**src/hw/rtl/ppf_pkg.sv**
```systemverilog
// Shared constants, codes, command and status types for the polyline path follower.
package ppf_pkg;

    localparam int MAX_POINTS = 256;
    localparam int ADDR_W     = 8;
    localparam int CNT_W      = 9;
    localparam int COORD_W    = 16;
    localparam int DIFF_W     = 17;
    localparam int FRAC_W     = 8;
    localparam int LEN_W      = 34;
    localparam int TRAV_W     = 36;
    localparam int VEL_W      = 24;
    localparam int TS_W       = 16;
    localparam int POS_W      = 24;
    localparam int ROOT_W     = 25;
    localparam int RAD_W      = 50;
    localparam int REM_W      = 27;
    localparam int PROD_W     = 50;
    localparam int QUO_W      = 24;
    localparam int ADV_W      = 41;

    localparam logic [LEN_W-1:0] LEN_MAX = '1;

    localparam logic [1:0] REQ_LOAD    = 2'd0;
    localparam logic [1:0] REQ_ADVANCE = 2'd1;
    localparam logic [1:0] REQ_REVERSE = 2'd2;

    localparam logic [1:0] STAT_OK    = 2'd0;
    localparam logic [1:0] STAT_FULL  = 2'd1;
    localparam logic [1:0] STAT_EMPTY = 2'd2;

    typedef struct packed {
        logic capture;
        logic decode;
        logic sq_x;
        logic sq_y;
        logic root_step;
        logic write_pt;
        logic adv_mul;
        logic adv_add;
        logic reverse;
        logic init;
        logic probe;
        logic compare;
        logic rd_a;
        logic rd_b;
        logic cap_b;
        logic calc;
        logic mul_step;
        logic div_load;
        logic div_step;
        logic load_out;
    } ppf_cmd_t;

    typedef struct packed {
        logic is_load;
        logic is_adv;
        logic is_rev;
        logic full;
        logic new_route;
        logic root_done;
        logic empty;
        logic search_go;
        logic mid_seg;
        logic mul_done;
        logic div_done;
    } ppf_stat_t;

    function automatic logic signed [TRAV_W-1:0] sat_trav(input logic signed [TRAV_W+1:0] v);
        logic signed [TRAV_W+1:0] hi;
        logic signed [TRAV_W+1:0] lo;
        hi = (TRAV_W+2)'({1'b0, {(TRAV_W-1){1'b1}}});
        lo = -hi - (TRAV_W+2)'(1);
        if (v > hi)
        begin
            return hi[TRAV_W-1:0];
        end
        else if (v < lo)
        begin
            return lo[TRAV_W-1:0];
        end
        return v[TRAV_W-1:0];
    endfunction

endpackage

```
**src/hw/rtl/ppf_ctrl.sv**
```systemverilog
// Controller state machine that sequences update, search, interpolation and output.
module ppf_ctrl
(
    input  logic               clk,
    input  logic               rst_n,
    input  logic               in_valid,
    output logic               in_ready,
    output logic               out_valid,
    input  logic               out_ready,
    input  ppf_pkg::ppf_stat_t stat,
    output ppf_pkg::ppf_cmd_t  cmd
);

    typedef enum logic [19:0] {
        ST_IDLE   = 20'h00001,
        ST_DECODE = 20'h00002,
        ST_SQX    = 20'h00004,
        ST_SQY    = 20'h00008,
        ST_ROOT   = 20'h00010,
        ST_WRITE  = 20'h00020,
        ST_ADVM   = 20'h00040,
        ST_ADVA   = 20'h00080,
        ST_REV    = 20'h00100,
        ST_INIT   = 20'h00200,
        ST_PROBE  = 20'h00400,
        ST_CMP    = 20'h00800,
        ST_RDA    = 20'h01000,
        ST_RDB    = 20'h02000,
        ST_CAPB   = 20'h04000,
        ST_CALC   = 20'h08000,
        ST_MUL    = 20'h10000,
        ST_DIVLD  = 20'h20000,
        ST_DIV    = 20'h40000,
        ST_FIN    = 20'h80000
    } state_t;

    state_t state_reg;
    state_t state_next;
    logic   out_valid_reg;
    logic   out_valid_next;
    logic   slot_free;

    assign slot_free = !out_valid_reg || out_ready;
    assign in_ready  = (state_reg == ST_IDLE);
    assign out_valid = out_valid_reg;

    always_comb
    begin
        cmd           = '0;
        cmd.capture   = (state_reg == ST_IDLE) && in_valid;
        cmd.decode    = (state_reg == ST_DECODE);
        cmd.sq_x      = (state_reg == ST_SQX);
        cmd.sq_y      = (state_reg == ST_SQY);
        cmd.root_step = (state_reg == ST_ROOT);
        cmd.write_pt  = (state_reg == ST_WRITE);
        cmd.adv_mul   = (state_reg == ST_ADVM);
        cmd.adv_add   = (state_reg == ST_ADVA);
        cmd.reverse   = (state_reg == ST_REV);
        cmd.init      = (state_reg == ST_INIT);
        cmd.probe     = (state_reg == ST_PROBE);
        cmd.compare   = (state_reg == ST_CMP);
        cmd.rd_a      = (state_reg == ST_RDA);
        cmd.rd_b      = (state_reg == ST_RDB);
        cmd.cap_b     = (state_reg == ST_CAPB);
        cmd.calc      = (state_reg == ST_CALC);
        cmd.mul_step  = (state_reg == ST_MUL);
        cmd.div_load  = (state_reg == ST_DIVLD);
        cmd.div_step  = (state_reg == ST_DIV);
        cmd.load_out  = (state_reg == ST_FIN) && slot_free;
    end

    always_comb
    begin
        state_next = state_reg;
        unique case (state_reg)
            ST_IDLE:
            begin
                if (in_valid)
                begin
                    state_next = ST_DECODE;
                end
            end
            ST_DECODE:
            begin
                priority if (stat.is_load && stat.full)
                begin
                    state_next = ST_INIT;
                end
                else if (stat.is_load && stat.new_route)
                begin
                    state_next = ST_WRITE;
                end
                else if (stat.is_load)
                begin
                    state_next = ST_SQX;
                end
                else if (stat.is_adv)
                begin
                    state_next = ST_ADVM;
                end
                else if (stat.is_rev)
                begin
                    state_next = ST_REV;
                end
                else
                begin
                    state_next = ST_INIT;
                end
            end
            ST_SQX:   state_next = ST_SQY;
            ST_SQY:   state_next = ST_ROOT;
            ST_ROOT:
            begin
                if (stat.root_done)
                begin
                    state_next = ST_WRITE;
                end
            end
            ST_WRITE: state_next = ST_INIT;
            ST_ADVM:  state_next = ST_ADVA;
            ST_ADVA:  state_next = ST_INIT;
            ST_REV:   state_next = ST_INIT;
            ST_INIT:  state_next = stat.empty ? ST_FIN : ST_PROBE;
            ST_PROBE: state_next = stat.search_go ? ST_CMP : ST_RDA;
            ST_CMP:   state_next = ST_PROBE;
            ST_RDA:   state_next = ST_RDB;
            ST_RDB:   state_next = ST_CAPB;
            ST_CAPB:  state_next = ST_CALC;
            ST_CALC:  state_next = stat.mid_seg ? ST_MUL : ST_FIN;
            ST_MUL:
            begin
                if (stat.mul_done)
                begin
                    state_next = ST_DIVLD;
                end
            end
            ST_DIVLD: state_next = ST_DIV;
            ST_DIV:
            begin
                if (stat.div_done)
                begin
                    state_next = ST_FIN;
                end
            end
            ST_FIN:
            begin
                if (slot_free)
                begin
                    state_next = ST_IDLE;
                end
            end
            default:  state_next = ST_IDLE;
        endcase
    end

    always_comb
    begin
        out_valid_next = out_valid_reg;
        if (cmd.load_out)
        begin
            out_valid_next = 1'b1;
        end
        else if (out_ready)
        begin
            out_valid_next = 1'b0;
        end
    end

    always_ff @(posedge clk or negedge rst_n)
    begin
        if (!rst_n)
        begin
            state_reg     <= ST_IDLE;
            out_valid_reg <= 1'b0;
        end
        else
        begin
            state_reg     <= state_next;
            out_valid_reg <= out_valid_next;
        end
    end

    a_accept_decodes: assert property (@(posedge clk) disable iff (!rst_n)
        (in_valid && in_ready) |=> (state_reg == ST_DECODE))
        else $error("accepted beat did not start decode");

    a_no_overwrite: assert property (@(posedge clk) disable iff (!rst_n)
        cmd.load_out |-> (!out_valid_reg || out_ready))
        else $error("result register overwritten while held");

    a_valid_from_fin: assert property (@(posedge clk) disable iff (!rst_n)
        $rose(out_valid_reg) |-> $past(state_reg == ST_FIN))
        else $error("result raised outside the finish state");

endmodule

```
**config.mk**
```make
export PLATFORM = sky130hd
export DESIGN_NAME = ppf_ctrl
export DESIGN_NICKNAME = d
export VERILOG_FILES = /design/src/hw/rtl/ppf_pkg.sv /design/src/hw/rtl/ppf_ctrl.sv
export SDC_FILE = /design/constraint.sdc
export NUM_CORES = 1
export LEC_CHECK = 0
export BUFFER_PORTS_ARGS = -buffer_cell sky130_fd_sc_hd__buf_2
export CORE_MARGIN = 5
export CORE_UTILIZATION = 35
export CTS_BUF_LIST = sky130_fd_sc_hd__clkbuf_8
export CTS_CLUSTER_SIZE = 30
export DETAILED_ROUTE_END_ITERATION = 12
export PLACE_DENSITY = 0.52
export SLEW_MARGIN = 20
export SYNTH_ARGS = -nofsm -noshare
export SYNTH_HDL_FRONTEND = slang
export SYNTH_SLANG_ARGS = --single-unit
```
**constraint.sdc**
```tcl
create_clock -name clk -period 5 [get_ports clk]
set_input_delay 1 -clock clk [delete_from_list [all_inputs] [get_ports clk]]
set_output_delay 1 -clock clk [all_outputs]
set_load 0.1 [all_outputs]
```
==> After elaboration in Yosys (flattened, before gate mapping) <==
Cells that the tools add are included.
{ "word_totals": {"regBits": 21, "input_bits": 15, "elab_cells": 52} }
{ "op_classes": {"n_eq_ne": 25, "muxes": 16, "reduce_logical": 9} }
{ "op_table": {"columns": ["cell", "count"], "rows": [
  ["one-hot mux 20 bit (18 select lines)", 1],
  ["2-to-1 mux 20 bit", 7],
  ["2-to-1 mux 10 bit", 5],
  ["equality test 20 x 1 -> 1 bit, second input constant", 1],
  ["equality test 20 x 10 -> 1 bit, second input constant", 1],
  ["equality test 20 x 11 -> 1 bit, second input constant", 1],
  ["equality test 20 x 12 -> 1 bit, second input constant", 1],
  ["equality test 20 x 13 -> 1 bit, second input constant", 1],
  ["equality test 20 x 14 -> 1 bit, second input constant", 1],
  ["equality test 20 x 15 -> 1 bit, second input constant", 1],
  ["equality test 20 x 16 -> 1 bit, second input constant", 1],
  ["equality test 20 x 17 -> 1 bit, second input constant", 1],
  ["equality test 20 x 18 -> 1 bit, second input constant", 1],
  ["equality test 20 x 19 -> 1 bit, second input constant", 1],
  ["equality test 20 x 2 -> 1 bit, second input constant", 1],
  ["equality test 20 bit, second input constant", 1],
  ["equality test 20 x 3 -> 1 bit, second input constant", 1],
  ["equality test 20 x 4 -> 1 bit, second input constant", 1],
  ["equality test 20 x 5 -> 1 bit, second input constant", 1],
  ["equality test 20 x 6 -> 1 bit, second input constant", 1],
  ["equality test 20 x 7 -> 1 bit, second input constant", 1],
  ["equality test 20 x 8 -> 1 bit, second input constant", 1],
  ["equality test 20 x 9 -> 1 bit, second input constant", 1],
  ["2-to-1 mux 13 bit", 1],
  ["8 further kinds", 16]
]} }

==> Logic depth before layout (Yosys ltp) <==
{ "logic_depth": {"word_depth": 6, "ltp_mapped": 7, "depth_no_buf": 6} }

==> Worst setup path before layout <==
No wires, ideal clock.
{ "synth_timing": {"path_kind": "register -> output", "startpoint": "reg state_reg[17]", "endpoint": "out cmd[13] (netlist bit)", "arrival_ns": 4.095, "t_required_ns": 4.000, "setup_slack_ns": -0.095, "stages_incl_launch_ff": 5, "path_buffers": 1, "cell_sequence": "dfrtp_1 > buf_6 > nor4_2 > nand4b_1 > nor4_1"} }
{ "synth_lines": {"columns": ["element", "line_no", "source"], "rows": [
  ["start, declared", "ppf_ctrl.sv:37", "state_t state_reg;"],
  ["start signal, assigned", "ppf_ctrl.sv:178", "state_reg <= state_next;"],
  ["end, declared", "ppf_ctrl.sv:11", "output ppf_pkg::ppf_cmd_t cmd"]
]} }

==> impl_metrics.ini <==
[cells_and_area]
finish.instance_area_sq_mm = 0.001757
drive_gt1_frac = 0.3194
largest_reg_flops = 20
antenna_cells = 0
area_delta_synth_final_pct = 15.46
nNetsFinal = 207

[clocking]
post_cts_buffers = 0
clk_pin_slew_ps = 80
htreeDepth = 1
cts_tree = done
clk_latency_ps = 260
cts_hold_buffers = 0
cts_resized = 0
cts_root_buffer = clkbuf_8
cts_inserted_buffers = 3
clkSinkCount = 21
cts_buffer_depth = 2

[floorplan]
die_x_um = 75.93
dieArea_sq_mm = 0.005765
fp.dieH_um = 75.93
initial_core_util = 0.3543
core_sq_mm = 0.004294
io_pins = 37
fp-row-count = 24

[grt]
antenna_found_initial = 0
grt_usage = 0.1471
gr-total-overflow = 0
grt_max_degree = 22
grt_pass1_vias = 1417
grt_pass1_wl_um = 7093

[synthesis]
ys_types = 51
syn_inst = 161
synth_flop_cell = dfrtp_1
syn_area_sq_mm = 0.001521
syn_nets = 176
synth_area_leader_cell = dfrtp_1
synthArstFlopShare = 1.000
synthTopCellsByCount = 20 x dfrtp_1, 14 x nor2_1, 13 x nand2_1, 8 x nor3_1
yosysMostFrequentCell = dfrtp_1
synth_edf_count = 0
synth_area_per_cell_sq_um = 9.450
ys_warn_count = 0
synth_seq_area_share = 0.3462
ys_ff_latch = 21
synth_area_leaders = dfrtp_1 33%, nor2_1 3.5%, nor3b_1 3.5%, or4_1 3.5%, nor4_2 3.3%
netlist.area_leader.share = 0.3289

[timing]
tightest_slew_ps = 594.5
fin_crit_ps = 3786
rsz0062_at_grt = no
finalClockSkew_ps = 2.366
setup-tns-final_ps = 0
finalWorstSetupSlack_ps = 1214
slew_violations = 0
fmax_ghz = 0.2641
final_hold_viol_count = 0
finalSetupViolCount = 0
fin_crit_sh = 0.7572
relSlewSlack = 0.6004

[power_and_ir_drop]
seqPwrFrac = 0.308
combPwrFrac = 0.530
pwr-share-clk = 0.162
p_per_area_mw_per_mm2 = 397.3
power.net_switching_mw = 0.3462
intPower_mw = 0.3517
p_leak_nw = 0.8527
p_sw_frac = 0.4960
irDropWorstVdd_uv = 229.7

[worst_setup_path]
cp-end-kind = output pin
worstPathRequired_ps = 4000
critPathLaunchType = flop
worstPathMaxFanout = 11
ff2ff_setup_slack_ps = 2620
critPathKind = flop to output pin
arrival_ps = 2790

[drt]
num_vias = 1396
drc = 0
via_per_inst = 5.745
drt_first_pass_iters = 4
drt_iter0_markers = 71
wl_per_cell_um = 16.93
wirelength_um = 4114
drtAntennaViolNets = 0

[run]
cap_violations = 0

[placed_design]
place_congestion = 0.8795
io_buffers = 36
dp_slack_ps = 1529
hpwl_um = 3213
place_area_sq_mm = 0.001712

[hold_path]
min_path_type = flop to flop

[outcome]
outcome = completed
==> path summary, 6_finish.rpt <==
check	from	endpoint	cells past startpoint
worst min-delay path	out_valid	out_valid	2
worst max-delay path	state_reg[13]	cmd[0]	5
min in group asynchronous	rst_n	state_reg[13]	1
worst max register to register	state_reg[13]	state_reg[19]	5
worst min register to register	out_valid	out_valid	2
max in group asynchronous	rst_n	state_reg[0]	1
==> routing by layer <==
metal / up-vias / share of wire / global-route usage
li1: 665 / - / -
met1: 676 / 0.46 / 0.1971
met2: 47 / 0.46 / 0.2295
met3: 8 / 0.055 / 0.03318
met4: 0 / 0.016 / 0.05516
met5: - / 0 / 0
==> kinds of logic after synthesis <==
group / count (synthesis) / share of synthesized area
DFF: 21 / 0.3462
buffers and inverters: 15 / 0.05263
AOI/OAI and AO/OA: 19 / 0.09129
and+or+nand+nor: 101 / 0.4811
xor gates and xnor gates: 5 / 0.02878
==> area by class of cell <==
cell class                 count  area, sq um
clock inverter                 1        3.754
fill                         448         2537
timing repair buffer          36        180.2
tap                           52        65.06
clock buffer                   3        41.29
inverter                       5        18.77
sequential                    21        526.8
multi-input combinational    125        920.9
==> power by group through the flow <==
stage	Sequential, mW	Combinational [mW]	Clock, mW
floorplan	0.211	0.303	0
global placement	0.217	0.368	0
detailed placement	0.218	0.371	0
CTS	0.214	0.372	0.117
global route	0.218	0.399	0.124
finish	0.215	0.370	0.113
==> worst max-delay path: stages, from the launching register on <==
cell and delay, ps:
dfrtp_1 530, nor4_4 610, nand4_2 270, or4b_4 570, nor2_1 110, buf_2 430
==> layout by cell type, fill, tap and decap left out, drive strengths merged, types with 2 or more instances in the layout <==
master,synthesis,routed
nor3,9,9
nand3b,2,2
nor3b,8,8
or3,4,4
inv,5,6
o22ai,2,2
nand2b,4,4
nand2,13,13
nand4,5,5
buf,7,36
xor2,4,4
nand4b,2,2
and2,4,4
a21oi,4,4
o21ai,3,3
nor2,14,14
nor2b,2,2
or4,8,8
clkbuf,3,3
nor4,13,13
dfrtp,20,20
and3,4,4
nor4b,4,4
==> through the flow <==
step,util,total power [mW],hold slack [ps],cells
final,0.4091,0.6979,540.0,243
after CTS,0.4091,0.7029,539.3,243
after global routing,0.4091,0.7413,595.3,243
after floorplan,-,0.5135,515.0,161
after detailed placement,0.3986,0.5891,517.6,239
after global placement,0.3986,0.5848,503.1,239
Power figures use the tool's default switching activity.
